--- src/hw/rtl/quintic_segment_coefficients_macros.svh ---
// Assertion macros for the quintic segment coefficient block.
// Depends on nothing; the including module must have aclk and aresetn.
`ifndef QUINTIC_SEGMENT_COEFFICIENTS_MACROS_SVH
`define QUINTIC_SEGMENT_COEFFICIENTS_MACROS_SVH

// Consequent must hold in the same cycle as the antecedent.
`define QSC_ASSERT_NOW(lbl, ante, cons, msg) \
    lbl: assert property (@(posedge aclk) disable iff (!aresetn) (ante) |-> (cons)) \
        else $error(msg);

// Consequent must hold in the cycle after the antecedent.
`define QSC_ASSERT_NEXT(lbl, ante, cons, msg) \
    lbl: assert property (@(posedge aclk) disable iff (!aresetn) (ante) |=> (cons)) \
        else $error(msg);

`endif

--- src/hw/rtl/qsc_pkg.sv ---
// Shared types and constants of the quintic segment coefficient block.
// Depends on nothing; used by every module of the block.
package qsc_pkg;

    localparam int IN_W          = 32;
    localparam int DUR_W         = 24;
    localparam int OUT_W         = 48;
    localparam int TERM_W        = 40;
    localparam int NCOEF_DIV     = 3;
    localparam int FRAC_BITS_DEF = 16;
    localparam int QUEUE_DEPTH   = 2;
    localparam int S_DATA_W      = 6 * IN_W + DUR_W;
    localparam int M_DATA_W      = 6 * OUT_W;

    typedef enum logic [1:0] {
        ST_OK   = 2'd0,
        ST_SAT  = 2'd1,
        ST_ZERO = 2'd2
    } status_t;

    // One classified segment: numerator terms for the cubic, quartic and
    // quintic coefficients, plus the directly known coefficients.
    typedef struct packed {
        logic [NCOEF_DIV-1:0][TERM_W-1:0] t0;
        logic [NCOEF_DIV-1:0][TERM_W-1:0] t1;
        logic [NCOEF_DIV-1:0][TERM_W-1:0] t2;
        logic [IN_W-1:0]                  c0;
        logic [IN_W-1:0]                  c1;
        logic [IN_W-1:0]                  c2;
        logic [DUR_W-1:0]                 dur;
        logic                             zero_dur;
    } job_t;

endpackage

--- src/hw/rtl/qsc_front.sv ---
// Front end: takes an input word, forms the numerator terms and flags a
// zero duration. Depends on qsc_pkg.
module qsc_front (
    input  logic                         s_tvalid,
    output logic                         s_tready,
    input  logic [qsc_pkg::S_DATA_W-1:0] s_tdata,
    output logic                         q_wr_valid,
    input  logic                         q_wr_ready,
    output qsc_pkg::job_t                q_wr_data
);
    import qsc_pkg::*;

    localparam logic signed [TERM_W-1:0] K2  = TERM_W'(2);
    localparam logic signed [TERM_W-1:0] K3  = TERM_W'(3);
    localparam logic signed [TERM_W-1:0] K6  = TERM_W'(6);
    localparam logic signed [TERM_W-1:0] K8  = TERM_W'(8);
    localparam logic signed [TERM_W-1:0] K12 = TERM_W'(12);
    localparam logic signed [TERM_W-1:0] K14 = TERM_W'(14);
    localparam logic signed [TERM_W-1:0] K16 = TERM_W'(16);
    localparam logic signed [TERM_W-1:0] K20 = TERM_W'(20);
    localparam logic signed [TERM_W-1:0] K30 = TERM_W'(30);

    logic signed [TERM_W-1:0] p0, v0, a0, p1, v1, a1, h;
    logic signed [TERM_W-1:0] a_mag, half, c2_w;
    logic [DUR_W-1:0]         dur;

    assign p0  = TERM_W'($signed(s_tdata[0*IN_W +: IN_W]));
    assign v0  = TERM_W'($signed(s_tdata[1*IN_W +: IN_W]));
    assign a0  = TERM_W'($signed(s_tdata[2*IN_W +: IN_W]));
    assign p1  = TERM_W'($signed(s_tdata[3*IN_W +: IN_W]));
    assign v1  = TERM_W'($signed(s_tdata[4*IN_W +: IN_W]));
    assign a1  = TERM_W'($signed(s_tdata[5*IN_W +: IN_W]));
    assign dur = s_tdata[6*IN_W +: DUR_W];
    assign h   = p1 - p0;

    // Half the start acceleration, rounded to nearest with ties away from zero.
    assign a_mag = a0[TERM_W-1] ? -a0 : a0;
    assign half  = (a_mag + TERM_W'(1)) >>> 1;
    assign c2_w  = a0[TERM_W-1] ? -half : half;

    always_comb begin
        q_wr_data.t0[0] = K20 * h;
        q_wr_data.t1[0] = -(K8 * v1 + K12 * v0);
        q_wr_data.t2[0] = a1 - K3 * a0;
        q_wr_data.t0[1] = -(K30 * h);
        q_wr_data.t1[1] = K14 * v1 + K16 * v0;
        q_wr_data.t2[1] = K3 * a0 - K2 * a1;
        q_wr_data.t0[2] = K12 * h;
        q_wr_data.t1[2] = -(K6 * (v1 + v0));
        q_wr_data.t2[2] = a1 - a0;
        q_wr_data.c0       = s_tdata[0*IN_W +: IN_W];
        q_wr_data.c1       = s_tdata[1*IN_W +: IN_W];
        q_wr_data.c2       = c2_w[IN_W-1:0];
        q_wr_data.dur      = dur;
        q_wr_data.zero_dur = (dur == '0);
    end

    assign q_wr_valid = s_tvalid;
    assign s_tready   = q_wr_ready;

endmodule

--- config.mk ---
export PLATFORM = sky130hd
export DESIGN_NAME = qsc_front
export DESIGN_NICKNAME = d
export VERILOG_FILES = /design/src/hw/rtl/quintic_segment_coefficients_macros.svh /design/src/hw/rtl/qsc_pkg.sv /design/src/hw/rtl/qsc_front.sv
export SDC_FILE = /design/constraint.sdc
export NUM_CORES = 1
export LEC_CHECK = 0
export BUFFER_PORTS_ARGS = -buffer_cell sky130_fd_sc_hd__clkbuf_2
export CAP_MARGIN = 10
export CORE_AREA = 3 3 274 276
export DETAILED_ROUTE_END_ITERATION = 12
export DIE_AREA = 0 0 277 279
export GPL_ROUTABILITY_DRIVEN = 0
export PLACE_DENSITY_LB_ADDON = 0.25
export SLEW_MARGIN = 20
export SYNTH_ARGS = -nofsm -noshare
export SYNTH_HDL_FRONTEND = slang
export SYNTH_SLANG_ARGS = --single-unit
--- constraint.sdc ---
create_clock -name vclk -period 14.5
set_input_delay 0.725 -clock vclk [all_inputs]
set_output_delay 0.725 -clock vclk [all_outputs]
set_load 0.01 [all_outputs]
After elaboration in Yosys (flattened, before gate mapping)
Cells that the tools add are included.

Memory bits (read-only): 0. Memories kept: 0. Bits in writable memories: 0. Flip-flop bits (word level): 0. Bits in latches: 0. Input port bits: 218. Output and inout bits: 483.

Multiplexer cells: 2. Shift operators: 0. Reduce and logical (&&, ||, !) cells: 1. Bitwise operators: 0. $lt $le $gt $ge: 0. Div/mod/pow operators: 0. Multiply operators: 7. $add $sub $neg: 13. Equality and inequality tests: 0.

Operators by type and width (count): 3-bit by 33-bit multiplier with 36-bit output (first input constant) (2); 3-bit by 32-bit multiplier with 35-bit output (first input constant) (2); 32-bit by 32-bit subtractor with 33-bit output (2); 37-bit negation with 40-bit output (1); 38-bit negation with 40-bit output (1); 39-bit negation with 40-bit output (1); 35-bit by 37-bit adder with 38-bit output (1); 37-bit by 36-bit adder with 38-bit output (1); 5-bit by 33-bit multiplier with 38-bit output (first input constant) (1); 4-bit by 33-bit multiplier with 37-bit output (first input constant) (1); 4-bit by 32-bit multiplier with 36-bit output (first input constant) (1); 32-bit by 35-bit subtractor with 36-bit output (1); 35-bit by 33-bit subtractor with 36-bit output (1); 32-bit by 32-bit adder with 33-bit output (1); 33-bit by 2-bit adder with 33-bit output (second input constant) (1); 33-bit 2-to-1 mux (1); 32-bit negation with 33-bit output (1); 32-bit 2-to-1 mux (1); 32-bit negation (1); 24-bit logical NOT (1).

Depth between registers and ports, before layout
Depth in word-level cells: 5. Mapped depth: 32. Gate-level depth less buffers: 31.

Worst setup path after synthesis
No wires, ideal clock.

Kind: in2out. Start point: in s_tdata[96] (netlist name). End point: out q_wr_data[438] (netlist name). Stages: 27. Arrival time: 7.358 ns. Path slack: 6.417 ns. Path buffers: 1. Cells stage by stage: inv_1 -> ha_1 -> fa_1 -> nor2b_1 -> o2111a_1 -> nor3_1 -> or2_2 -> xnor2_1 -> ha_1 -> inv_1 -> fa_1 -> fa_1 -> inv_1 -> ha_1 -> a21o_1 -> a21o_1 -> a221o_1 -> o211ai_1 -> a21boi_1 -> o311a_1 -> or2_1 -> or4b_1 -> or3_1 -> or2_1 -> clkbuf_1 -> nor3_1 -> xnor2_1.

RTL lines: from (decl) (line qsc_front.sv:6) `input logic [qsc_pkg::S_DATA_W-1:0] s_tdata,`; to (decl) (line qsc_front.sv:9) `output qsc_pkg::job_t q_wr_data`.

==> results.sh <==
export IMPL_status="completed"
export IMPL_nets=6121
export IMPL_rsz0062_at_grt="false"
export IMPL_drv_slew=0
export IMPL_ir_drop_v=0.000272
export IMPL_cts_repair_resized=0
export IMPL_synth_most_common_cell="ha_1"
export IMPL_fin_crit_sh_pct=65.2
export IMPL_p_sw_uw=5380
export IMPL_crit_arrival_ns=8.73
export IMPL_max_stage_delay_ns=0.96
export IMPL_critPathRequiredTime_ns=13.78
export IMPL_max_freq_ghz=0.106
export IMPL_synth_warnings=0
export IMPL_cts_setup_buffers=0
export IMPL_cap_viol_max_count=0
export IMPL_port_buffers=688
export IMPL_ant_nets=0
export IMPL_critPathTopFamily="compound AO/OA/AOI/OAI gates"
export IMPL_startpoint_type="primary input"
export IMPL_postSynthCellCount=4556
export IMPL_critPathKind="in -> out"
export IMPL_overflow=0
export IMPL_cp_end_kind="output port"
export IMPL_seq_cells=0
export IMPL_switching_share_pct=60.7
export IMPL_clkbuf_count=0
export IMPL_power_share_clock_pct=0
export IMPL_synth_common_cells="ha_1 (718), inv_1 (554), xnor2_1 (388)"
export IMPL_ys_seq_area_share_pct=0
export IMPL_wire_per_inst_um=16.9
export IMPL_crit_start="s_tdata[4]"
export IMPL_crit_fanout=7
export IMPL_regArea_um2=0
export IMPL_start_util_pct=45.8
export IMPL_hpwl_um=91000
export IMPL_via_per_inst=5.56
export IMPL_fin_crit_ns=9.45
export IMPL_cp_endpoint="q_wr_data[439]"
export IMPL_dieArea_um2=77300
export IMPL_syn_mean_instance_area_um2=7.33
export IMPL_synth_largest_area_cell="ha_1"
export IMPL_drive_above_1_share_pct=15.3
export IMPL_fill_cells=7413
export IMPL_rows=99
export IMPL_hold_slack_ns=1.45
export IMPL_leakagePower_uw=0.0197
export IMPL_final_hold_viol_count=0
export IMPL_p_per_area_nw_per_um2=239
export IMPL_fin_area_um2=37100
export IMPL_cts_hold_buf=0
export IMPL_relSlewSlack_pct=28.6
export IMPL_worst_path_stages=30
export IMPL_crit_top_cell="inv_1"
export IMPL_power_frac_seq_pct=0
export IMPL_slowest_stage="a2111oi_0"
export IMPL_ys_types=98
export IMPL_coreArea_um2=72800
export IMPL_routed_wl_um=102000
export IMPL_grt_pass1_vias=31160
export IMPL_grt_total_usage_pct=24.9
export IMPL_num_vias=33735
export IMPL_synth_top_area_share_pct=26.9
export IMPL_grt_pass1_wl_um=161000
export IMPL_hold_class="in -> out"
export IMPL_power_uw=8860
export IMPL_tns_ns=0
export IMPL_syn_to_final_growth_pct=11.0
export IMPL_drcViolationCount=0
export IMPL_intPower_uw=3480
export IMPL_fin_util_pct=50.9
export IMPL_netlist_area_um2=33400
export IMPL_ios=701
export IMPL_worst_path_buf_inv=6
export IMPL_worst_slew_pin_slew_ns=1.07
export IMPL_ys_top_cells_by_area="ha_1 (27%), xnor2_1 (10%), inv_1 (6.2%)"
export IMPL_dpl_cell_area_um2=37000
export IMPL_multi_input_area_um2=30200
export IMPL_p_comb_share_pct=100.0
export IMPL_fp_dieW_um=277
export IMPL_first_iter_violations=1945
export IMPL_grt_max_degree=64
export IMPL_finalSetupViolCount=0
export IMPL_antenna_found_initial=24
export IMPL_die_h_um=279
export IMPL_dr_pass1_iters=6
-- cell type report --
class                           count  area share, %
Tap cell                          959           3.24
Inverter                          554           5.61
Multi-Input combinational cell   3838           81.6
Antenna cell                       12         0.0810
Timing Repair Buffer              699           9.51
-- layer usage --
metal	track usage [%]	wire length [µm]
met5	0	64
met4	7.17	3250
met3	3.11	5900
met2	43.0	47300
met1	32.5	46000
-- worst min-delay path by stage --
stage,slack (ns),cells past startpoint,to,start
2_1_floorplan,1.54,1,q_wr_data[100],s_tdata[11]
3_3_place_gp,1.45,0,q_wr_valid,s_tvalid
3_5_place_dp,1.45,0,q_wr_valid,s_tvalid
4_1_cts,1.45,0,q_wr_valid,s_tvalid
5_1_grt,1.45,0,q_wr_valid,s_tvalid
6_report,1.45,0,q_wr_valid,s_tvalid
-- metrics by stage --
stage	std cells	setup WS [ns]
floorplan	4564	6.42
global placement	6050	5.24
detailed placement	6050	5.08
CTS	6050	5.09
global route	6062	4.50
finish	6062	5.05
-- logic make-up (layout without fill, tap and decap cells) --
kind of cell    Yosys count  after routing  share of synthesized area, %
compound gates         1303           1303                          25.5
xor+xnor                561            561                          14.7
fa+ha+maj               810            810                          32.4
buf+inv                 726           1253                          9.60
mux                      15             15                         0.472
other cells               1             21                        0.0112
simple gates           1140           1140                          17.3
-- placed cells by master, fill, tap and decap left out, types with 16 or more instances in the layout --
cell type,n
o21a_1,77
clkbuf_2,688
or2_2,21
o21bai_1,61
nor3_1,98
o31ai_1,24
nor4_1,23
nor2_1,292
nand2b_1,57
xor2_1,172
a21oi_1,379
nand3_1,94
a211oi_1,34
a21o_1,206
a31o_2,16
ha_1,718
inv_1,554
a31oi_1,50
or3_1,29
fa_1,92
o22ai_1,16
and3_1,68
nand4_1,37
o21ai_0,228
nand2_1,226
xnor2_1,388
and2_1,30
nor2b_1,86
o211ai_1,29
-- power groups by stage --
| stage | logic, µW | registers [µW] | clock network [µW] |
|---|---|---|---|
| after CTS | 8860 | 0 | 0 |
| after global placement | 8750 | 0 | 0 |
| after detailed placement | 8800 | 0 | 0 |
| after global routing | 9760 | 0 | 0.000111 |
| after floorplan | 5950 | 0 | 0 |
| final | 8860 | 0 | 0.000112 |
(Power assumes the default switching activity.)
