<file path="config.mk">
export PLATFORM = sky130hd
export DESIGN_NAME = qsc_back
export DESIGN_NICKNAME = d
export VERILOG_FILES = /design/src/hw/rtl/quintic_segment_coefficients_macros.svh /design/src/hw/rtl/qsc_pkg.sv /design/src/hw/rtl/qsc_back.sv
export SDC_FILE = /design/constraint.sdc
export NUM_CORES = 2
export LEC_CHECK = 0
export BUFFER_PORTS_ARGS = -buffer_cell sky130_fd_sc_hd__buf_2
export CAP_MARGIN = 10
export CORE_MARGIN = 5
export CORE_UTILIZATION = 30
export CTS_BUF_LIST = sky130_fd_sc_hd__clkbuf_4
export DETAILED_ROUTE_END_ITERATION = 7
export GPL_ROUTABILITY_DRIVEN = 0
export PLACE_DENSITY = 0.49
export SYNTH_ARGS = -nofsm -noshare
export SYNTH_HDL_FRONTEND = slang
export SYNTH_SLANG_ARGS = --single-unit
export TNS_END_PERCENT = 30
</file>
<file path="constraint.sdc">
create_clock -name aclk -period 20 [get_ports aclk]
set_clock_uncertainty 0.1 [all_clocks]
set_input_delay 1 -clock aclk [delete_from_list [all_inputs] [get_ports aclk]]
set_output_delay 1 -clock aclk [all_outputs]
set_load 0.05 [all_outputs]
</file>
<file path="src/hw/rtl/quintic_segment_coefficients_macros.svh">
// Assertion macros for the quintic segment coefficient block.
// Depends on nothing; the including module must have aclk and aresetn.
`ifndef QUINTIC_SEGMENT_COEFFICIENTS_MACROS_SVH
`define QUINTIC_SEGMENT_COEFFICIENTS_MACROS_SVH

// Consequent must hold in the same cycle as the antecedent.
`define QSC_ASSERT_NOW(lbl, ante, cons, msg) \
    lbl: assert property (@(posedge aclk) disable iff (!aresetn) (ante) |-> (cons)) \
        else $error(msg);

// Consequent must hold in the cycle after the antecedent.
`define QSC_ASSERT_NEXT(lbl, ante, cons, msg) \
    lbl: assert property (@(posedge aclk) disable iff (!aresetn) (ante) |=> (cons)) \
        else $error(msg);

`endif

</file>
<file path="src/hw/rtl/qsc_pkg.sv">
// Shared types and constants of the quintic segment coefficient block.
// Depends on nothing; used by every module of the block.
package qsc_pkg;

    localparam int IN_W          = 32;
    localparam int DUR_W         = 24;
    localparam int OUT_W         = 48;
    localparam int TERM_W        = 40;
    localparam int NCOEF_DIV     = 3;
    localparam int FRAC_BITS_DEF = 16;
    localparam int QUEUE_DEPTH   = 2;
    localparam int S_DATA_W      = 6 * IN_W + DUR_W;
    localparam int M_DATA_W      = 6 * OUT_W;

    typedef enum logic [1:0] {
        ST_OK   = 2'd0,
        ST_SAT  = 2'd1,
        ST_ZERO = 2'd2
    } status_t;

    // One classified segment: numerator terms for the cubic, quartic and
    // quintic coefficients, plus the directly known coefficients.
    typedef struct packed {
        logic [NCOEF_DIV-1:0][TERM_W-1:0] t0;
        logic [NCOEF_DIV-1:0][TERM_W-1:0] t1;
        logic [NCOEF_DIV-1:0][TERM_W-1:0] t2;
        logic [IN_W-1:0]                  c0;
        logic [IN_W-1:0]                  c1;
        logic [IN_W-1:0]                  c2;
        logic [DUR_W-1:0]                 dur;
        logic                             zero_dur;
    } job_t;

endpackage

</file>
<file path="src/hw/rtl/qsc_back.sv">
// Solver: powers of T, numerators by Horner's rule and rounded quotients,
// using one shift-add multiplier and one restoring divider. Depends on qsc_pkg.
module qsc_back #(
    parameter int FRAC_BITS = qsc_pkg::FRAC_BITS_DEF
) (
    input  logic                          aclk,
    input  logic                          aresetn,
    input  logic                          q_rd_valid,
    output logic                          q_rd_ready,
    input  qsc_pkg::job_t                 q_rd_data,
    output logic                          m_tvalid,
    input  logic                          m_tready,
    output logic [5:0][qsc_pkg::OUT_W-1:0] m_coef,
    output qsc_pkg::status_t              m_status
);
    import qsc_pkg::*;

    localparam int MAXS  = (FRAC_BITS > DUR_W) ? FRAC_BITS : DUR_W;
    localparam int NW    = TERM_W + 2 * MAXS + 2;
    localparam int MW    = NW + 3 * FRAC_BITS + 2;
    localparam int QW    = OUT_W + 1;
    localparam int DW    = 5 * DUR_W + 2 + QW;
    localparam int W     = (MW > DW) ? MW : DW;
    localparam int CNT_W = $clog2(QW);
    localparam int MIW   = $clog2(DUR_W);

    localparam logic [OUT_W-1:0] POS_LIM = {1'b0, {(OUT_W-1){1'b1}}};
    localparam logic [OUT_W-1:0] NEG_LIM = {1'b1, {(OUT_W-1){1'b0}}};

    typedef enum logic [2:0] {
        S_IDLE, S_MUL, S_POST, S_DIV, S_FIN, S_OUT
    } state_t;

    typedef enum logic [2:0] {
        PH_D2, PH_D3, PH_NA, PH_NB, PH_DK
    } phase_t;

    state_t                   state_reg, state_next;
    phase_t                   phase_reg, phase_next;
    job_t                     job_reg, job_next;
    logic [1:0]               kidx_reg, kidx_next;
    logic [CNT_W-1:0]         cnt_reg, cnt_next;
    logic signed [W-1:0]      acc_reg, acc_next;
    logic signed [W-1:0]      x_reg, x_next;
    logic [W-1:0]             dk_reg, dk_next;
    logic [W-1:0]             rem_reg, rem_next;
    logic [W-1:0]             dsh_reg, dsh_next;
    logic [QW-1:0]            q_reg, q_next;
    logic                     neg_reg, neg_next;
    logic                     sat_reg, sat_next;
    logic [5:0][OUT_W-1:0]    coef_reg, coef_next;
    status_t                  status_reg, status_next;
    logic                     ovalid_reg, ovalid_next;

    logic signed [W-1:0]      num;
    logic [W-1:0]             mag, mag_sh;
    logic                     ge, over;
    logic [OUT_W-1:0]         qv, coef_val;

    assign num = acc_reg + (W'($signed(job_reg.t0[kidx_reg])) <<< (2 * FRAC_BITS));
    assign mag = num[W-1] ? W'(-num) : W'(num);
    assign ge  = (rem_reg >= dsh_reg);
    assign qv  = q_reg[OUT_W-1:0];

    always_comb begin
        case (kidx_reg)
            2'd0:    mag_sh = mag << (FRAC_BITS + 1);
            2'd1:    mag_sh = mag << (2 * FRAC_BITS + 1);
            default: mag_sh = mag << (3 * FRAC_BITS + 1);
        endcase
    end

    // Saturate the rounded quotient magnitude with its sign applied.
    always_comb begin
        if (!neg_reg) begin
            over     = q_reg[QW-1] || qv[OUT_W-1];
            coef_val = over ? POS_LIM : qv;
        end else begin
            over     = q_reg[QW-1] || (qv[OUT_W-1] && (qv[OUT_W-2:0] != '0));
            coef_val = over ? NEG_LIM : -qv;
        end
    end

    assign q_rd_ready = (state_reg == S_IDLE);

    always_comb begin
        state_next  = state_reg;
        phase_next  = phase_reg;
        job_next    = job_reg;
        kidx_next   = kidx_reg;
        cnt_next    = cnt_reg;
        acc_next    = acc_reg;
        x_next      = x_reg;
        dk_next     = dk_reg;
        rem_next    = rem_reg;
        dsh_next    = dsh_reg;
        q_next      = q_reg;
        neg_next    = neg_reg;
        sat_next    = sat_reg;
        coef_next   = coef_reg;
        status_next = status_reg;
        ovalid_next = ovalid_reg && !m_tready;

        case (state_reg)
            S_IDLE: begin
                if (q_rd_valid) begin
                    job_next     = q_rd_data;
                    kidx_next    = '0;
                    sat_next     = 1'b0;
                    coef_next[0] = OUT_W'($signed(q_rd_data.c0));
                    coef_next[1] = OUT_W'($signed(q_rd_data.c1));
                    coef_next[2] = OUT_W'($signed(q_rd_data.c2));
                    if (q_rd_data.zero_dur) begin
                        coef_next[3] = '0;
                        coef_next[4] = '0;
                        coef_next[5] = '0;
                        state_next   = S_OUT;
                    end else begin
                        x_next     = W'($signed({1'b0, q_rd_data.dur}));
                        acc_next   = '0;
                        cnt_next   = CNT_W'(DUR_W - 1);
                        phase_next = PH_D2;
                        state_next = S_MUL;
                    end
                end
            end
            S_MUL: begin
                acc_next = (acc_reg <<< 1) +
                           (job_reg.dur[cnt_reg[MIW-1:0]] ? x_reg : W'(0));
                if (cnt_reg == '0) begin
                    state_next = S_POST;
                end else begin
                    cnt_next = cnt_reg - CNT_W'(1);
                end
            end
            S_POST: begin
                cnt_next   = CNT_W'(DUR_W - 1);
                acc_next   = '0;
                state_next = S_MUL;
                case (phase_reg)
                    PH_D2: begin
                        dk_next    = acc_reg;
                        x_next     = acc_reg;
                        phase_next = PH_D3;
                    end
                    PH_D3, PH_DK: begin
                        dk_next    = acc_reg;
                        x_next     = W'($signed(job_reg.t2[kidx_reg]));
                        phase_next = PH_NA;
                    end
                    PH_NA: begin
                        x_next     = acc_reg +
                                     (W'($signed(job_reg.t1[kidx_reg])) <<< FRAC_BITS);
                        phase_next = PH_NB;
                    end
                    default: begin
                        // Numerator is complete: set up the rounded division.
                        neg_next   = num[W-1];
                        rem_next   = mag_sh + (dk_reg << 1);
                        dsh_next   = dk_reg << (2 + QW - 1);
                        q_next     = '0;
                        cnt_next   = CNT_W'(QW - 1);
                        state_next = S_DIV;
                    end
                endcase
            end
            S_DIV: begin
                if (ge) begin
                    rem_next = rem_reg - dsh_reg;
                end
                q_next   = {q_reg[QW-2:0], ge};
                dsh_next = dsh_reg >> 1;
                if (cnt_reg == '0) begin
                    state_next = S_FIN;
                end else begin
                    cnt_next = cnt_reg - CNT_W'(1);
                end
            end
            S_FIN: begin
                coef_next[3 + int'(kidx_reg)] = coef_val;
                sat_next = sat_reg || over;
                if (kidx_reg == 2'd2) begin
                    state_next = S_OUT;
                end else begin
                    kidx_next  = kidx_reg + 2'd1;
                    x_next     = dk_reg;
                    acc_next   = '0;
                    cnt_next   = CNT_W'(DUR_W - 1);
                    phase_next = PH_DK;
                    state_next = S_MUL;
                end
            end
            S_OUT: begin
                if (!ovalid_reg || m_tready) begin
                    ovalid_next = 1'b1;
                    if (job_reg.zero_dur) begin
                        status_next = ST_ZERO;
                    end else if (sat_reg) begin
                        status_next = ST_SAT;
                    end else begin
                        status_next = ST_OK;
                    end
                    state_next = S_IDLE;
                end
            end
            default: state_next = S_IDLE;
        endcase
    end

    always_ff @(posedge aclk) begin
        if (!aresetn) begin
            state_reg  <= S_IDLE;
            phase_reg  <= PH_D2;
            ovalid_reg <= 1'b0;
        end else begin
            state_reg  <= state_next;
            phase_reg  <= phase_next;
            ovalid_reg <= ovalid_next;
        end
        job_reg    <= job_next;
        kidx_reg   <= kidx_next;
        cnt_reg    <= cnt_next;
        acc_reg    <= acc_next;
        x_reg      <= x_next;
        dk_reg     <= dk_next;
        rem_reg    <= rem_next;
        dsh_reg    <= dsh_next;
        q_reg      <= q_next;
        neg_reg    <= neg_next;
        sat_reg    <= sat_next;
        status_reg <= status_next;
        if (state_reg == S_OUT && (!ovalid_reg || m_tready)) begin
            m_coef <= coef_reg;
        end
        coef_reg <= coef_next;
    end

    assign m_tvalid = ovalid_reg;
    assign m_status = status_reg;

endmodule

</file>
Word-level counts from Yosys, hierarchy flattened

Cells that the tools add are included.

$add $sub $neg: 10
Magnitude comparators: 5
Equal/unequal tests: 21
Muxes and demuxes: 64
Bitwise gates (word level): 1
Reductions and logical operators: 37

Operator list:

| kind                | number |
|---|---|
| $mux W171           | 10 |
| $pmux W171 S2       | 3 |
| $pmux W171 S3       | 2 |
| $pmux W171 S4       | 1 |
| $pmux W288 S2       | 1 |
| $add A171 B171 Y171 | 2 |
| $bwmux W288         | 1 |
| $mux W288           | 1 |
| $bmux W40 S2        | 3 |
| $mux W48            | 4 |
| $add A171 B56 Y171  | 1 |
| $add A171 B72 Y171  | 1 |
| $ge A171 B171 Y1    | 1 |
| $sub A171 B171 Y171 | 1 |
| $mux W154           | 1 |
| $neg A154 Y154      | 1 |
| $demux W48 S3       | 1 |
| $mux W144           | 1 |
| $mux W40            | 3 |
| $pmux W49 S2        | 1 |
| $mux W49            | 1 |
| $neg A48 Y48        | 1 |
| $reduce_bool A47 Y1 | 1 |
| $mux W6             | 5 |
| 41 further kinds    | 90 |

Register bits after elaboration: 1884
Input port bits: 485
Output and inout port bits: 292
Word-level logic and storage cells: 175

Depth between registers and ports, before layout

Depth after elaboration: 9
Gate-level depth with buffers: 50
Gate-level depth less buffers: 42

Worst setup path after synthesis

Ideal clock, no wire load.

Path type: flip-flop to flip-flop
From: reg rem_reg[49]
To: reg rem_reg[0], enable pin
Library setup time: 0.938 ns
Data arrival time: 15.264 ns
Required time: 18.962 ns
Setup slack: 3.698 ns
Cell stages (with the launch flop): 20
Path buffers: 1
Period minus slack after synthesis: 16.302 ns
Cells stage by stage: edfxtp_1 > ha_1 > clkbuf_1 > nand4_1 > nor2_1 > nand3_1 > nor4_1 > nand2_1 > o21ai_0 > a31oi_1 > nor4_1 > a21o_1 > a211oi_1 > o21ai_0 > a21oi_1 > o21ai_0 > a2111oi_0 > nor2_1 > a21oi_1 > o21ai_0

Word-level cells in the longest chain between the ends: 3

Ends and longest elaborated chain:

| what                        | line            | RTL |
|---|---|---|
| start: declaration          | qsc_back.sv:46  | `logic [W-1:0] rem_reg, rem_next;` |
| start signal: assignment    | qsc_back.sv:226 | `rem_reg <= rem_next;` |
| $ge A171 B171 Y1            | qsc_back.sv:62  | `assign ge = (rem_reg >= dsh_reg);` |
| $ne A2 B2 Y1 (no line)      | --              |  |
| $reduce_and A3 Y1 (no line) | --              |  |

No other way between the ends.
A chain may end at the register's enable or synchronous reset.

Worst setup path after layout

From: reg kidx_reg[1]
To: reg rem_reg[164] (data pin)

Word-level cells in the longest chain between the ends: 9

Ends and longest elaborated chain:

| what                           | line            | RTL |
|---|---|---|
| start: declaration             | qsc_back.sv:41  | `logic [1:0] kidx_reg, kidx_next;` |
| start signal: assignment       | qsc_back.sv:221 | `kidx_reg <= kidx_next;` |
| $bmux W40 S2                   | qsc_back.sv:60  | `assign num = acc_reg + (W'($signed(job_reg.t0[kidx_reg])) <<< (2 * FRAC_BITS));` |
| $mux W40 (implied by the code) | qsc_back.sv:60  |  |
| $add A171 B72 Y171             | qsc_back.sv:60  |  |
| $neg A154 Y154                 | qsc_back.sv:61  | `assign mag = num[W-1] ? W'(-num) : W'(num);` |
| $mux W154                      | qsc_back.sv:61  |  |
| $pmux W171 S2 (*)              | qsc_back.sv:66  | `case (kidx_reg)` |
| $add A171 B171 Y171 (*)        | qsc_back.sv:159 | `rem_next = mag_sh + (dk_reg << 1);` |
| $mux W171 (*)                  | qsc_back.sv:140 | `case (phase_reg)` |
| $pmux W171 S2 (*)              | qsc_back.sv:104 | `case (state_reg)` |
| via rem_next[164]              | qsc_back.sv:46  |  |

The timed path passes the listed nets; every way through them passes the cells marked *. The select of a mux whose other input is x is not followed.

==> results.py <==
metrics = {
    "global_routing": {
        "grt-ovfl-total": 0,
        "grt.total_usage": 0.2288,
        "grt_pass1_wl_mm": 769.3,
        "grt_pass1_vias": 113300,
        "grt_antenna_before_repair": 38,
        "grt_max_degree": 166,
    },
    "clocking": {
        "clkLatencyLatePin_ns": 1.54,
        "cts-buffers-inserted": 553,
        "cts_tree": "yes",
        "ctsHtreeMaxLevel": 6,
        "cts_buffer_depth": 4,
        "ctsResizeCount": 0,
        "clkTransAtPathRegs_ns": 0.07,
        "cts_root_buffer": "clkbuf_4",
        "post_cts_buffers": 0,
        "cts_sinks": 1884,
    },
    "place": {
        "dpl_worst_slack_ns": 5.284,
        "numPortBuffers": 776,
        "dp_hpwl_mm": 404.9,
    },
    "synthesis": {
        "yosysSeqAreaShare": 0.4401,
        "ys_async_sr_fraction": 0,
        "ys_warn_count": 0,
        "synthMuxAreaShare": 0.01218,
        "synth_top_area_frac": 0.4390,
        "synth_ff_type": "edfxtp_1",
        "ys_ff_latch": 1884,
        "synth_compound_area_frac": 0.2235,
        "avgSynthCellArea_um2": 9.389,
        "synth_cells": 13680,
        "synth_area_leaders": "edfxtp_1, ha_1, o21ai_0",
        "synth_xor_area_frac": 0.05900,
        "yosysUniqueCellTypes": 90,
        "synthAdderAreaFrac": 0.07979,
        "synthSimpleGateAreaFrac": 0.1495,
        "syn_area_mm2": 0.1284,
        "synth_top_family_by_area": "compound AO/OA/AOI/OAI gates",
        "synth-edff-count": 1877,
        "synth_nets": 14980,
        "synth_top_cell_by_area": "edfxtp_1",
    },
    "critical_path": {
        "crit_fanout": 119,
        "r2r_cells": 45,
        "r2r-end": "rem_reg[164]",
        "critical_path_class": "flop to flop",
        "path_buf_inv": 5,
        "r2r-start": "kidx_reg[1]",
        "end_kind": "flop",
        "critical_path_required_ns": 21.05,
        "max_stage_delay_ns": 1.01,
        "cp_top_family": "compound AO/OA/AOI/OAI gates",
        "critical_path.startpoint_type": "flop",
        "cp.arrival_ns": 16.33,
        "cp_common_cell": "o21ai_0",
        "r2r_slack_ns": 4.72,
        "crit_path_top_delay_cell": "nor4_1",
    },
    "floorplan": {
        "coreArea_mm2": 0.4270,
        "fp.dieArea_mm2": 0.4412,
        "die_h_um": 664.2,
        "num_rows": 240,
        "die_w_um": 664.2,
        "start_util": 0.3007,
        "io_pins": 777,
    },
    "timing": {
        "fin_crit_ns": 15.28,
        "hold_viol": 0,
        "rsz0062_at_grt": "false",
        "setup_viol": 0,
        "finalCritPeriodShare": 0.7640,
        "tightest_slew_ns": 1.292,
        "tns_ns": 0,
        "layout_setup_ws_ns": 4.720,
        "drv_slew": 0,
        "max_freq_mhz": 65.44,
        "max_slew_margin": 0.1331,
    },
    "detailed_routing": {
        "wl_per_cell_um": 24.89,
        "vias": 117500,
        "drtPass1Iterations": 7,
        "drt_iter0_drc": 11920,
        "drc_errors": 0,
        "finalWirelength_mm": 530.5,
        "drtAntennaViolNets": 0,
        "via_per_inst": 5.513,
    },
    "cells_and_area": {
        "largest_reg_flops": 385,
        "fill_cells": 43750,
        "areaGrowthSynthToFinish_pct": 19.42,
        "nets": 16530,
        "drive_above_1_share": 0.1252,
    },
    "pwr": {
        "max-vdd-ir-drop_uv": 113.4,
        "powerDensity_mw_per_mm2": 165.0,
        "leakage_uw": 0.05987,
    },
    "worst_hold_path": {
        "hold_end": "job_reg[398]",
        "min-delay-start": "q_rd_data[398]",
        "hold_depth": 2,
        "hold_path.class": "primary input to flop",
    },
    "outcome": {
        "status": "completed",
    },
    "job": {
        "maxCapViolations": 0,
    },
}
[where the power goes]
group | leakage (uW) | switching (uW) | internal (uW) | total, uW
clock network | 0.00400 | 1860 | 1850 | 3710
logic | 0.0381 | 10600 | 5170 | 15800
registers | 0.0177 | 491 | 5300 | 5790
total | 0.0599 | 13000 | 12300 | 25300
[cells in the mapped netlist, drive strengths merged (66+ instances only)]
cell and count:
a31oi 106, edfxtp 1877, clkbuf 753, nor2 1111, mux2i 118, a21o 518
ha 810, and3 97, a22oi 97, and2 72, or3 102, o31ai 113
xnor2 541, inv 441, nor2b 260, nor3 218, nand3 178, o21bai 219
nand2 1375, o21a 109, xor2 324, nand2b 94, o211ai 109, a21oi 1275
nand4 328, o21ai 1398, a211oi 214, nor4 66
[stage by stage]
step	area (um2)	utilization	hold slack, ns	cells	total power [uW]
finish	153300	0.3591	0.2341	21310	25300
floorplan	128400	-	0.3003	13680	15760
global placement	138000	0.3231	0.3006	19500	21010
CTS	153300	0.3589	0.002423	21290	24900
detailed placement	138000	0.3231	0.3052	19500	20960
global route	153300	0.3590	0.09557	21300	26730
[per-layer routing]
layer | vias to the layer above | wire length, um | share of wire | global-route usage
li1 | 54540 | - | - | -
met5 | - | 186 | 0.00035 | 0
met3 | 911 | 45750 | 0.086 | 0.04450
met2 | 5179 | 233800 | 0.44 | 0.3569
met1 | 56810 | 232200 | 0.44 | 0.3174
met4 | 28 | 18570 | 0.035 | 0.07589
[layout by cell type (no fill, tap or decap), types with 89 or more instances in the layout]
cell type,Yosys,layout
o211ai_1,109,109
and3_1,97,96
inv_1,441,437
mux2i_1,118,117
edfxtp_1,1877,1877
nor2_1,1111,1105
buf_4,0,146
o31ai_1,113,113
nand2b_1,94,93
nor2b_1,260,259
nand4_1,328,328
clkinv_1,1,89
nor3_1,217,216
a211oi_1,213,210
o21bai_1,219,219
a21oi_1,1275,1275
dlygate4sd3_1,0,855
a21o_1,518,518
o21ai_0,1392,1387
nand3_1,178,176
a31oi_1,106,106
o21a_1,109,108
a22oi_1,97,97
ha_1,810,805
xnor2_1,541,541
clkbuf_4,0,762
xor2_1,324,323
or3_1,100,100
buf_2,6,776
nand2_1,1375,1366
[worst max path at each step]
stage	startpoint	cells after the start	end	slack (ns)
after global placement	kidx_reg[1]	45	rem_reg[164]	5.46
after detailed placement	kidx_reg[1]	45	rem_reg[164]	5.28
after CTS	kidx_reg[1]	45	rem_reg[164]	5.15
after floorplan	rem_reg[49]	19	rem_reg[0]	3.70
final	kidx_reg[1]	45	rem_reg[164]	4.72
after global routing	kidx_reg[1]	45	rem_reg[164]	4.19
[worst reg2reg max path, delay by kind of cell, from the launching register on]
| family | cells | cell delay, ns |
|---|---|---|
| buf+inv | 5 | 2.25 |
| simple gates | 10 | 3.94 |
| flops | 1 | 0.37 |
| compound gates | 24 | 6.70 |
| fa+ha+maj | 3 | 1.02 |
| xor+xnor | 3 | 0.57 |
[kinds of logic (layout without fill, tap and decap cells)]
logic type,Yosys count,count (layout)
buf+inv,1228,3154
xor+xnor,865,865
flops,1884,1884
mux,145,145
other cells,0,21
simple gates,4095,4095
fa+ha+maj,816,816
compound gates,4642,4642
[final cells by class]
| class | instances | area (um2) | share of cell area |
|---|---|---|---|
| diodes | 21 | 52.55 | 0.0003427 |
| multi-input cells | 10560 | 67590 | 0.4408 |
| inverters | 442 | 1673 | 0.01091 |
| repair buffers | 1784 | 13670 | 0.08912 |
| clock inverters | 167 | 1022 | 0.006667 |
| flip-flops and latches | 1884 | 56510 | 0.3685 |
| clock buffers | 761 | 5713 | 0.03726 |
| well taps | 5687 | 7116 | 0.04641 |
[repair_timing]
action / 4_1_cts / 5_1_grt
hold buffers: 855 / 0
hold endpoints to repair: 520 / 0
endpoints found under the setup margin: 0 / 0
No activity file was read; power rests on OpenSTA's default activity.
