===== src/hw/rtl/quintic_segment_coefficients_macros.svh =====
// Assertion macros for the quintic segment coefficient block.
// Depends on nothing; the including module must have aclk and aresetn.
`ifndef QUINTIC_SEGMENT_COEFFICIENTS_MACROS_SVH
`define QUINTIC_SEGMENT_COEFFICIENTS_MACROS_SVH

// Consequent must hold in the same cycle as the antecedent.
`define QSC_ASSERT_NOW(lbl, ante, cons, msg) \
    lbl: assert property (@(posedge aclk) disable iff (!aresetn) (ante) |-> (cons)) \
        else $error(msg);

// Consequent must hold in the cycle after the antecedent.
`define QSC_ASSERT_NEXT(lbl, ante, cons, msg) \
    lbl: assert property (@(posedge aclk) disable iff (!aresetn) (ante) |=> (cons)) \
        else $error(msg);

`endif


===== src/hw/rtl/qsc_pkg.sv =====
// Shared types and constants of the quintic segment coefficient block.
// Depends on nothing; used by every module of the block.
package qsc_pkg;

    localparam int IN_W          = 32;
    localparam int DUR_W         = 24;
    localparam int OUT_W         = 48;
    localparam int TERM_W        = 40;
    localparam int NCOEF_DIV     = 3;
    localparam int FRAC_BITS_DEF = 16;
    localparam int QUEUE_DEPTH   = 2;
    localparam int S_DATA_W      = 6 * IN_W + DUR_W;
    localparam int M_DATA_W      = 6 * OUT_W;

    typedef enum logic [1:0] {
        ST_OK   = 2'd0,
        ST_SAT  = 2'd1,
        ST_ZERO = 2'd2
    } status_t;

    // One classified segment: numerator terms for the cubic, quartic and
    // quintic coefficients, plus the directly known coefficients.
    typedef struct packed {
        logic [NCOEF_DIV-1:0][TERM_W-1:0] t0;
        logic [NCOEF_DIV-1:0][TERM_W-1:0] t1;
        logic [NCOEF_DIV-1:0][TERM_W-1:0] t2;
        logic [IN_W-1:0]                  c0;
        logic [IN_W-1:0]                  c1;
        logic [IN_W-1:0]                  c2;
        logic [DUR_W-1:0]                 dur;
        logic                             zero_dur;
    } job_t;

endpackage


===== src/hw/rtl/qsc_fifo.sv =====
// Short job queue between the front end and the solver.
// Depends on qsc_pkg for the job type.
module qsc_fifo #(
    parameter int DEPTH = qsc_pkg::QUEUE_DEPTH
) (
    input  logic          aclk,
    input  logic          aresetn,
    input  logic          wr_valid,
    output logic          wr_ready,
    input  qsc_pkg::job_t wr_data,
    output logic          rd_valid,
    input  logic          rd_ready,
    output qsc_pkg::job_t rd_data
);
    import qsc_pkg::*;

    localparam int PW = (DEPTH > 1) ? $clog2(DEPTH) : 1;
    localparam int CW = $clog2(DEPTH + 1);

    job_t          mem_reg [DEPTH];
    logic [PW-1:0] wr_ptr_reg, wr_ptr_next;
    logic [PW-1:0] rd_ptr_reg, rd_ptr_next;
    logic [CW-1:0] count_reg, count_next;
    logic          do_wr, do_rd;

    assign wr_ready = (count_reg != CW'(DEPTH));
    assign rd_valid = (count_reg != '0);
    assign rd_data  = mem_reg[rd_ptr_reg];
    assign do_wr    = wr_valid && wr_ready;
    assign do_rd    = rd_valid && rd_ready;

    always_comb begin
        wr_ptr_next = wr_ptr_reg;
        rd_ptr_next = rd_ptr_reg;
        count_next  = count_reg;
        if (do_wr) begin
            wr_ptr_next = (wr_ptr_reg == PW'(DEPTH - 1)) ? '0 : wr_ptr_reg + PW'(1);
        end
        if (do_rd) begin
            rd_ptr_next = (rd_ptr_reg == PW'(DEPTH - 1)) ? '0 : rd_ptr_reg + PW'(1);
        end
        if (do_wr && !do_rd) begin
            count_next = count_reg + CW'(1);
        end else if (do_rd && !do_wr) begin
            count_next = count_reg - CW'(1);
        end
    end

    always_ff @(posedge aclk) begin
        if (!aresetn) begin
            wr_ptr_reg <= '0;
            rd_ptr_reg <= '0;
            count_reg  <= '0;
        end else begin
            wr_ptr_reg <= wr_ptr_next;
            rd_ptr_reg <= rd_ptr_next;
            count_reg  <= count_next;
        end
        if (do_wr) begin
            mem_reg[wr_ptr_reg] <= wr_data;
        end
    end

endmodule


===== config.mk =====
export PLATFORM = sky130hd
export DESIGN_NAME = qsc_fifo
export DESIGN_NICKNAME = d
export VERILOG_FILES = /design/src/hw/rtl/quintic_segment_coefficients_macros.svh /design/src/hw/rtl/qsc_pkg.sv /design/src/hw/rtl/qsc_fifo.sv
export SDC_FILE = /design/constraint.sdc
export NUM_CORES = 1
export LEC_CHECK = 0
export ABC_AREA = 1
export BUFFER_PORTS_ARGS = -buffer_cell sky130_fd_sc_hd__buf_2
export CAP_MARGIN = 30
export CORE_AREA = 8 8 367 369
export DETAILED_ROUTE_END_ITERATION = 10
export DIE_AREA = 0 0 375 377
export SLEW_MARGIN = 25
export SYNTH_ARGS = -nofsm -noshare
export SYNTH_HDL_FRONTEND = slang
export SYNTH_SLANG_ARGS = --single-unit

===== constraint.sdc =====
create_clock -name aclk -period 27.1 [get_ports aclk]
set_input_delay 5.42 -clock aclk [delete_from_list [all_inputs] [get_ports aclk]]
set_output_delay 5.42 -clock aclk [all_outputs]
set_load 0.01 [all_outputs]

* Yosys cells after proc, flatten, opt, wreduce, memory -nomap -nowiden *
Memory sizes are Yosys's and may differ from the RTL's. A register that Yosys moved wholly into a read port is not among the register bits.
Cells that the tools add are included.
W data, S select, Z words.

cells by class
  eq/ne operators = 1
  muxes and demuxes = 8
  reduce and logical (&&, ||, !) cells = 8
  add/subtract/negate cells = 4

operators with widths
  operator               number
  $mux W1                6
  $logic_and A1 B1 Y1    4
  $mux W2                2
  $reduce_bool A2 Y1     2
  $add A1 B1 Y1 const B  2
  $add A2 B1 Y2 const B  1
  $logic_not A1 Y1       2
  $ne A2 B2 Y1 const B   1
  $sub A2 B1 Y2 const B  1

storage, ports and cells
  memory bits (writable) = 962
  word-level logic and storage cells = 25
  output and inout port bits = 483
  input bits = 485
  memories = 1
  register bits after elaboration = 4

memories
  name     words  bits a word  rd ports  clocked after Yosys merged registers in  wr ports  line            RTL
  mem_reg  2      481          1         1                                        1         qsc_fifo.sv:20  job_t mem_reg [DEPTH];

* Depth between registers and ports, before layout *
Gate-level depths: netlist (run 1).

  depth after elaboration = 6
  mapped depth = 11

* Least setup slack after synthesis (run 1) *
Ideal clock, no wire load.

  path kind = input to register
  from = input port wr_valid
  to = memory mem_reg[0][0] (netlist name) (enable)
  slack = 0.358 ns
  data arrival time = 25.406 ns
  path buffers = 0
  setup time = 1.336 ns
  stages = 2
  data required time = 25.764 ns
  cells stage by stage = nand2_1 > nor2_1

on the way
  cells in the longest elaborated chain, start to end = 3

ends and longest elaborated chain
  item                           line            RTL
  start, declared                qsc_fifo.sv:8   input logic wr_valid,
  $logic_and A1 B1 Y1            qsc_fifo.sv:29  assign do_wr = wr_valid && wr_ready;
  $mux W1                        qsc_fifo.sv:59  if (do_wr) begin
  $mux W1 (implied by the code)  qsc_fifo.sv:60  mem_reg[wr_ptr_reg] <= wr_data;
  end, declared                  qsc_fifo.sv:20

Every way passes these cells.

==> results of run 1 <==
[per-layer routing]
metal	track usage (%)	part of all wire [%]	up-vias
met2	22.7	50	810
met5	0	0.13	-
met4	4.73	2.6	20
met1	14.8	37	9222
met3	5.93	9.9	216
li1	-	-	8279
[cell usage in the layout, fill, tap and decap left out]
master,instances
clkinv_16,1
o21a_1,1
clkinv_4,2
buf_2,967
inv_6,6
ha_1,1
clkbuf_16,102
buf_16,2
clkinv_2,19
nand2_1,9
nand3_1,1
nor2_4,2
bufinv_16,11
dfxtp_1,4
inv_1,8
diode_2,23
nand4_1,1
a21oi_1,1
mux2_4,90
inv_16,2
clkinv_1,19
nor2_1,6
dfxtp_4,1
buf_4,20
clkinvlp_4,4
o21ai_0,2
edfxtp_1,962
buf_12,2
mux2_2,391
clkbuf_1,17
[report_power, final]
| part | internal (mW) | switching [mW] |
|---|---|---|
| combinational | 0.407 | 0.543 |
| sequential | 1.89 | 0.0528 |
| clock | 0.798 | 0.570 |
| total | 3.10 | 1.17 |
[cell families after synthesis]
| kind of cell | after synthesis |
|---|---|
| adders and majority gates | 1 |
| AOI/OAI and AO/OA | 4 |
| DFF | 967 |
| buffers and inverters | 62 |
| and+or+nand+nor | 19 |
| muxes | 481 |
[through the flow]
step	total power, mW	util (%)	cell area [µm²]	std cells
5_1_grt	4.44	35.3	45400	4341
3_5_place_dp	2.95	32.6	42000	4143
4_1_cts	4.33	35.2	45300	4326
6_report	4.26	35.3	45400	4352
2_1_floorplan	2.71	-	35300	1534
3_3_place_gp	2.94	32.6	42000	4143
[final cells by class]
type,count,area [µm²],area share [%]
clock buffers,119,2620,5.76
well taps,1675,2100,4.61
repair buffers,991,5080,11.2
multi-input cells,505,5880,12.9
inverters,8,30.0,0.0661
flip-flops and latches,967,29000,63.8
diodes,23,57.6,0.127
clock inverters,64,667,1.47
[critical path, stage by stage (launching register included)]
cell and delay, ns:
dfxtp_4 0.88, buf_4 0.59, buf_12 0.28, buf_4 0.74, buf_4 0.76, buf_4 0.82, mux2_2 0.42, buf_2 0.14
[final timing paths]
kind	slack (ns)	cells after the start	startpoint	endpoint
max	16.08	7	register	rd_data[134]
max reg2reg	21.79	8	count_reg[0]	mem_reg[0][398]
min reg2reg	0.51	2	rd_ptr_reg	rd_ptr_reg
min	0.51	2	rd_ptr_reg	rd_ptr_reg
==> results.sh, run 1 <==
export IMPL_die_y_um=377
export IMPL_synth_edf_count=962
export IMPL_dieArea_um2=141000
export IMPL_cp_end_kind="output pin"
export IMPL_synth_compound_area_share_pct=0.0638
export IMPL_root_buffer="clkbuf_16"
export IMPL_fp_dieW_um=375
export IMPL_synth_xor_area_share_pct=0
export IMPL_powerDensity_nw_per_um2=93.9
export IMPL_wl_per_cell_um=23.1
export IMPL_htreeDepth=3
export IMPL_wl_um=100000
export IMPL_yosysSeqAreaShare_pct=82.1
export IMPL_cts_tree="done"
export IMPL_synthTopCellsByArea="edfxtp_1 (82%), mux2_2 (12%), mux2_4 (3.8%)"
export IMPL_nFillCells=12100
export IMPL_worst_slew_pin_slew_ns=1.10
export IMPL_hold_class="register to register"
export IMPL_netlist_area_um2=35300
export IMPL_clockBufferDepth=3
export IMPL_grt_first_pass_wirelength_um=138000
export IMPL_synth_top_family_by_area="multiplexers"
export IMPL_synth_commonest_cells="edfxtp_1 (962), mux2_2 (391), mux2_4 (90)"
export IMPL_start_kind="register"
export IMPL_yosysUniqueCellTypes=16
export IMPL_arrival_ns=5.60
export IMPL_largest_register_ffs=962
export IMPL_finClkSkew_ns=0.0222
export IMPL_detail_route_antenna_nets=0
export IMPL_holdBufCountCts=0
export IMPL_pre_cts_slack_ns=16.58
export IMPL_timing_hold_ws_ns=0.513
export IMPL_setup_viol=0
export IMPL_vias=18500
export IMPL_synthMostInstantiatedCell="edfxtp_1"
export IMPL_synth_seq_cells=967
export IMPL_slew_viol_final=0
export IMPL_ir_worst_vdd_uv=55.9
export IMPL_dp_hpwl_um=74700
export IMPL_core_area_um2=129000
export IMPL_first_global_vias=19400
export IMPL_synth_simple_gate_area_share_pct=0.213
export IMPL_clock_sinks=967
export IMPL_io_buffers=967
export IMPL_first_iter_violations=1167
export IMPL_max_cap_viol_count=0
export IMPL_fin_ws_ns=16.08
export IMPL_final_hold_violation_count=0
export IMPL_ctsResizeCount=0
export IMPL_synthAdderAreaFrac_pct=0.0354
export IMPL_synth_warnings=0
export IMPL_setup_tns_ns=0
export IMPL_synth_nets=2020
export IMPL_final_layout_size_suffix_gt1_share_pct=61.1
export IMPL_gp_congestion=0.800
export IMPL_min_period_ns=11.02
export IMPL_slew_headroom_pct=26.9
export IMPL_grt_usage_pct=13.3
export IMPL_synth_top_area_share_pct=81.8
export IMPL_grt_max_degree=146
export IMPL_ioPinCount=968
export IMPL_syn_area_per_cell_um2=23.0
export IMPL_nets=3061
export IMPL_synthArstFlopShare_pct=0
export IMPL_drc=0
export IMPL_fmax_mhz=90.8
export IMPL_synthMuxAreaShare_pct=16.3
export IMPL_clk_pin_slew_worst_paths_ns=0.06
export IMPL_cp_max_fo=64
export IMPL_overflow=0
export IMPL_yosys_most_used_dff="edfxtp_1"
export IMPL_worstSetupPathType="register to output pin"
export IMPL_clkLatencyLatePin_ns=0.69
export IMPL_rows=132
export IMPL_leakagePower_nw=16.7
export IMPL_syn2layout_area_growth_pct=28.7
export IMPL_vias_per_cell=4.26
export IMPL_drtPass1Iterations=5
export IMPL_cts_made_buffers=102
export IMPL_required_ns=21.68
export IMPL_status="finished clean"
export IMPL_cts_setup_buffers=0
export IMPL_yosysTopAreaCell="edfxtp_1"
export IMPL_layout_worst_path_cycle_share_pct=40.7
export IMPL_rsz0062_at_grt="no"
export IMPL_synth_cells=1534
export IMPL_start_util_pct=27.4
export IMPL_antenna_found_initial=68
No activity file was read; power rests on OpenSTA's default activity.
==> run 2: changes to the inputs <==
==> constraint.sdc (replaced) <==
create_clock -name aclk -period 9 [get_ports aclk]
set_input_delay 1.8 -clock aclk [delete_from_list [all_inputs] [get_ports aclk]]
set_output_delay 1.8 -clock aclk [all_outputs]
set_load 0.01 [all_outputs]
==> results.sh, run 2 (same netlist as run 1, synthesis figures left out) <==
export IMPL_fp_dieW_um=375
export IMPL_status="finished clean"
export IMPL_leakagePower_nw=16.7
export IMPL_rsz0062_at_grt="no"
export IMPL_htreeDepth=3
export IMPL_cts_setup_buffers=0
export IMPL_arrival_ns=3.25
export IMPL_layout_cells_non_filler=4351
export IMPL_drc=0
export IMPL_grt_max_degree=135
export IMPL_rows=132
export IMPL_core_area_um2=129000
export IMPL_start_util_pct=27.4
export IMPL_layout_worst_path_cycle_share_pct=56.1
export IMPL_worst_slew_pin_slew_ns=1.09
export IMPL_io_buffers=967
export IMPL_min_period_ns=5.05
export IMPL_worstSetupPathType="register to output pin"
export IMPL_hold_class="register to register"
export IMPL_cp_common_cell="buf_12"
export IMPL_critPathMaxStageDelay_ns=0.66
export IMPL_clock_sinks=967
export IMPL_finClkSkew_ns=0.0278
export IMPL_root_buffer="clkbuf_16"
export IMPL_nets=3051
export IMPL_slew_viol_final=0
export IMPL_slew_headroom_pct=27.2
export IMPL_layout_common_cells="buf_2 (967), edfxtp_1 (962), mux2_2 (391)"
export IMPL_cts_made_buffers=101
export IMPL_final_common_cell="buf_2"
export IMPL_detail_route_antenna_nets=0
export IMPL_wl_um=95900
export IMPL_drtPass1Iterations=4
export IMPL_holdBufCountCts=0
export IMPL_final_hold_violation_count=0
export IMPL_cts_tree="done"
export IMPL_die_y_um=377
export IMPL_vias=18400
export IMPL_setup_viol=0
export IMPL_fmax_mhz=198
export IMPL_vias_per_cell=4.24
export IMPL_grt_first_pass_wirelength_um=132000
export IMPL_dieArea_um2=141000
export IMPL_required_ns=7.20
export IMPL_cp_end_kind="output pin"
export IMPL_cp_max_fo=124
export IMPL_place_inst=4137
export IMPL_max_cap_viol_count=0
export IMPL_clockBufferDepth=3
export IMPL_finalCoreUtilization_pct=35.3
export IMPL_nFillCells=12200
export IMPL_slowest_stage="dfxtp_4"
export IMPL_antenna_found_initial=66
export IMPL_largest_register_ffs=962
export IMPL_final_layout_size_suffix_gt1_share_pct=60.5
export IMPL_path_cells="buf_12 -> buf_12 -> mux2_2 -> buf_2"
export IMPL_syn2layout_area_growth_pct=28.6
export IMPL_powerDensity_nw_per_um2=281
export IMPL_dp_hpwl_um=69700
export IMPL_wl_per_cell_um=22.0
export IMPL_ctsResizeCount=0
export IMPL_first_global_vias=19300
export IMPL_clk_pin_slew_worst_paths_ns=0.06
export IMPL_overflow=0
export IMPL_gp_congestion=0.830
export IMPL_ioPinCount=968
export IMPL_ir_worst_vdd_uv=200
export IMPL_first_iter_violations=1080
export IMPL_clkLatencyLatePin_ns=0.68
export IMPL_grt_usage_pct=12.7
export IMPL_start_kind="register"
==> run 2: path summary, 6_finish.rpt <==
kind                     start               to  slack (ns)  cells past startpoint
hold / removal      rd_ptr_reg       rd_ptr_reg        0.50                      2
hold reg to reg     rd_ptr_reg       rd_ptr_reg        0.50                      2
setup reg to reg  count_reg[0]  mem_reg[1][457]        5.64                      6
setup / recovery      register      rd_data[74]        3.95                      4
==> run 2: per-stage QoR <==
stage	worst slack, ns	TNS (ns)	total power [mW]	hold slack, ns	area (µm²)
CTS	3.90	0	13.0	0.501	45300
detailed placement	4.48	0	8.87	0.487	42100
global placement	4.48	0	8.84	0.474	42100
finish	3.95	0	12.8	0.496	45400
global route	3.82	0	13.3	0.517	45400
floorplan	-0.411	-391.64	7.77	0.467	35300
==> run 2: layout make-up <==
class / count / area [µm²] / share of cell area [%]
diodes: 27 / 67.6 / 0.149
clock buffers: 127 / 2690 / 5.92
clock inverters: 60 / 548 / 1.21
inverters: 8 / 30.0 / 0.0661
multi-input cells: 505 / 5900 / 13.0
flip-flops and latches: 967 / 29000 / 63.8
well taps: 1675 / 2100 / 4.62
repair buffers: 982 / 5090 / 11.2
==> run 2: report_power, final <==
| group | switching (mW) | internal, mW |
|---|---|---|
| sequential | 0.132 | 5.70 |
| clock | 1.70 | 2.35 |
| combinational | 1.64 | 1.23 |
==> run 2: critical path, delay by kind of cell (launching register included) <==
family	cells	cell delay [ns]
multiplexers	1	0.42
flip-flops	1	0.66
buffers and inverters	3	1.04
==> run 2: per-layer routing <==
| layer | share of wire (%) | vias up | GRT usage [%] |
|---|---|---|---|
| met5 | 0.14 | - | 0 |
| met4 | 3.1 | 22 | 5.26 |
| met3 | 10 | 188 | 6.05 |
| met2 | 50 | 763 | 21.6 |
| met1 | 36 | 9235 | 13.5 |
| li1 | - | 8236 | - |
==> run 3: changes to the inputs <==
--- a/config.mk
+++ b/config.mk
@@ -8,9 +8,9 @@
 export ABC_AREA = 1
 export BUFFER_PORTS_ARGS = -buffer_cell sky130_fd_sc_hd__buf_2
 export CAP_MARGIN = 30
-export CORE_AREA = 8 8 367 369
+export CORE_AREA = 8 8 370 372
 export DETAILED_ROUTE_END_ITERATION = 10
-export DIE_AREA = 0 0 375 377
+export DIE_AREA = 0 0 378 380
 export SLEW_MARGIN = 25
 export SYNTH_ARGS = -nofsm -noshare
 export SYNTH_HDL_FRONTEND = slang
==> constraint.sdc (replaced) <==
create_clock -name aclk -period 5.1 [get_ports aclk]
set_input_delay 1.02 -clock aclk [delete_from_list [all_inputs] [get_ports aclk]]
set_output_delay 1.02 -clock aclk [all_outputs]
set_load 0.01 [all_outputs]
==> results.sh, run 3 (same netlist as run 1, synthesis figures left out) <==
export IMPL_root_buffer="clkbuf_16"
export IMPL_min_period_ns=3.71
export IMPL_pre_cts_slack_ns=1.99
export IMPL_vias=18600
export IMPL_dp_hpwl_um=76500
export IMPL_powerDensity_nw_per_um2=491
export IMPL_slew_headroom_pct=33.6
export IMPL_detail_route_antenna_nets=0
export IMPL_first_global_vias=19600
export IMPL_gp_congestion=0.902
export IMPL_layout_worst_path_cycle_share_pct=72.8
export IMPL_finalCoreUtilization_pct=35.0
export IMPL_ff2ff_path_depth=5
export IMPL_required_ns=4.08
export IMPL_status="finished clean"
export IMPL_largest_register_ffs=962
export IMPL_hold_start="rd_ptr_reg"
export IMPL_nets=3091
export IMPL_slew_viol_final=0
export IMPL_cts_setup_buffers=0
export IMPL_worst_slew_pin_slew_ns=0.996
export IMPL_fin_ws_ns=1.39
export IMPL_rsz0062_at_grt="no"
export IMPL_fmax_mhz=270
export IMPL_antenna_found_initial=51
export IMPL_arrival_ns=2.69
export IMPL_final_layout_size_suffix_gt1_share_pct=61.2
export IMPL_grt_usage_pct=13.3
export IMPL_wl_per_cell_um=22.7
export IMPL_core_area_um2=131000
export IMPL_cp_top_family="flip-flops"
export IMPL_die_y_um=380
export IMPL_ioPinCount=968
export IMPL_dieArea_um2=144000
export IMPL_multi_input_area_um2=5900
export IMPL_r2r_end="mem_reg[0][381]"
export IMPL_final_hold_violation_count=0
export IMPL_ir_worst_vdd_uv=307
export IMPL_clkLatencyLatePin_ns=0.67
export IMPL_overflow=0
export IMPL_clk_pin_slew_worst_paths_ns=0.06
export IMPL_layout_common_cells="buf_2 (967), edfxtp_1 (962), mux2_2 (391)"
export IMPL_grt_first_pass_wirelength_um=140000
export IMPL_holdBufCountCts=0
export IMPL_hold_class="register to register"
export IMPL_setup_viol=0
export IMPL_cts_made_buffers=101
export IMPL_whs_path_depth=2
export IMPL_drc=0
export IMPL_reg2reg_slack_ns=2.63
export IMPL_first_iter_violations=1241
export IMPL_start_kind="register"
export IMPL_cp_max_fo=68
export IMPL_drtPass1Iterations=5
export IMPL_syn2layout_area_growth_pct=29.6
export IMPL_path_cells="buf_12 -> mux2_2 -> buf_2"
export IMPL_leakagePower_nw=16.9
export IMPL_slowest_stage="dfxtp_4"
export IMPL_ctsResizeCount=0
export IMPL_nFillCells=12500
export IMPL_cp_end_kind="output pin"
export IMPL_io_buffers=967
export IMPL_clock_sinks=967
export IMPL_vias_per_cell=4.16
export IMPL_critical_path_depth=3
export IMPL_finClkSkew_ns=0.0231
export IMPL_r2r_start="count_reg[0]"
export IMPL_critPathMaxStageDelay_ns=0.86
export IMPL_htreeDepth=3
export IMPL_place_inst=4257
export IMPL_start_util_pct=27.0
export IMPL_wl_um=101000
export IMPL_grt_max_degree=130
export IMPL_regArea_um2=29000
export IMPL_clockBufferDepth=3
export IMPL_max_cap_viol_count=0
export IMPL_worstSetupPathType="register to output pin"
export IMPL_rows=133
export IMPL_layout_cells_non_filler=4473
export IMPL_critPathBufInv=2
export IMPL_final_common_cell="buf_2"
export IMPL_fp_dieW_um=378
export IMPL_cts_tree="done"
==> run 3: worst max path at each step <==
stage / start / to / slack, ns
final: register / rd_data[98] / 1.39
after global routing: register / rd_data[322] / 1.15
after CTS: register / rd_data[310] / 1.21
after detailed placement: register / rd_data[310] / 1.99
after global placement: register / rd_data[310] / 2.01
after floorplan: wr_valid / mem_reg[0][0] / -3.53
==> run 3: layout make-up <==
type,instances,share of cell area (%)
antenna,30,0.164
clock buffer,124,5.81
clock inverter,62,1.10
inverter,8,0.0656
multi-input combinational,505,12.9
sequential,967,63.4
tap,1755,4.80
timing repair buffer,1022,11.8
==> run 3: stage by stage <==
stage / hold WS (ns) / power (mW) / instance area [µm²] / setup TNS [ns]
5_1_grt: 0.442 / 23.4 / 45700 / 0
3_3_place_gp: 0.477 / 15.7 / 42500 / 0
2_1_floorplan: 0.467 / 13.7 / 35300 / -3393.08
4_1_cts: 0.433 / 22.9 / 45700 / 0
3_5_place_dp: 0.496 / 15.8 / 42500 / 0
6_report: 0.508 / 22.5 / 45800 / 0
==> run 3: routing by layer <==
layer  global-route usage, %  wire length (µm)  vias to the layer above
li1                        -                 -                     8325
met1                    15.6             39400                     9274
met2                    22.1             49200                      793
met3                    5.56              9810                      178
met4                    4.45              2920                       16
met5                       0               103                        -
==> run 3: report_power, final <==
part / internal (mW) / leakage [nW] / total, mW / switching, mW
Combinational: 2.25 / 6.30 / 5.15 / 2.90
Clock: 3.97 / 1.55 / 6.98 / 3.01
Sequential: 10.0 / 9.01 / 10.3 / 0.291
Total: 16.3 / 16.9 / 22.5 / 6.20
==> run 3: worst register-to-register path: stages (launching register included) <==
cell and delay, ns:
dfxtp_1 0.36, inv_1 0.10, nand2_1 0.23, nand2_8 0.10, nor2_4 0.46, buf_12 0.47
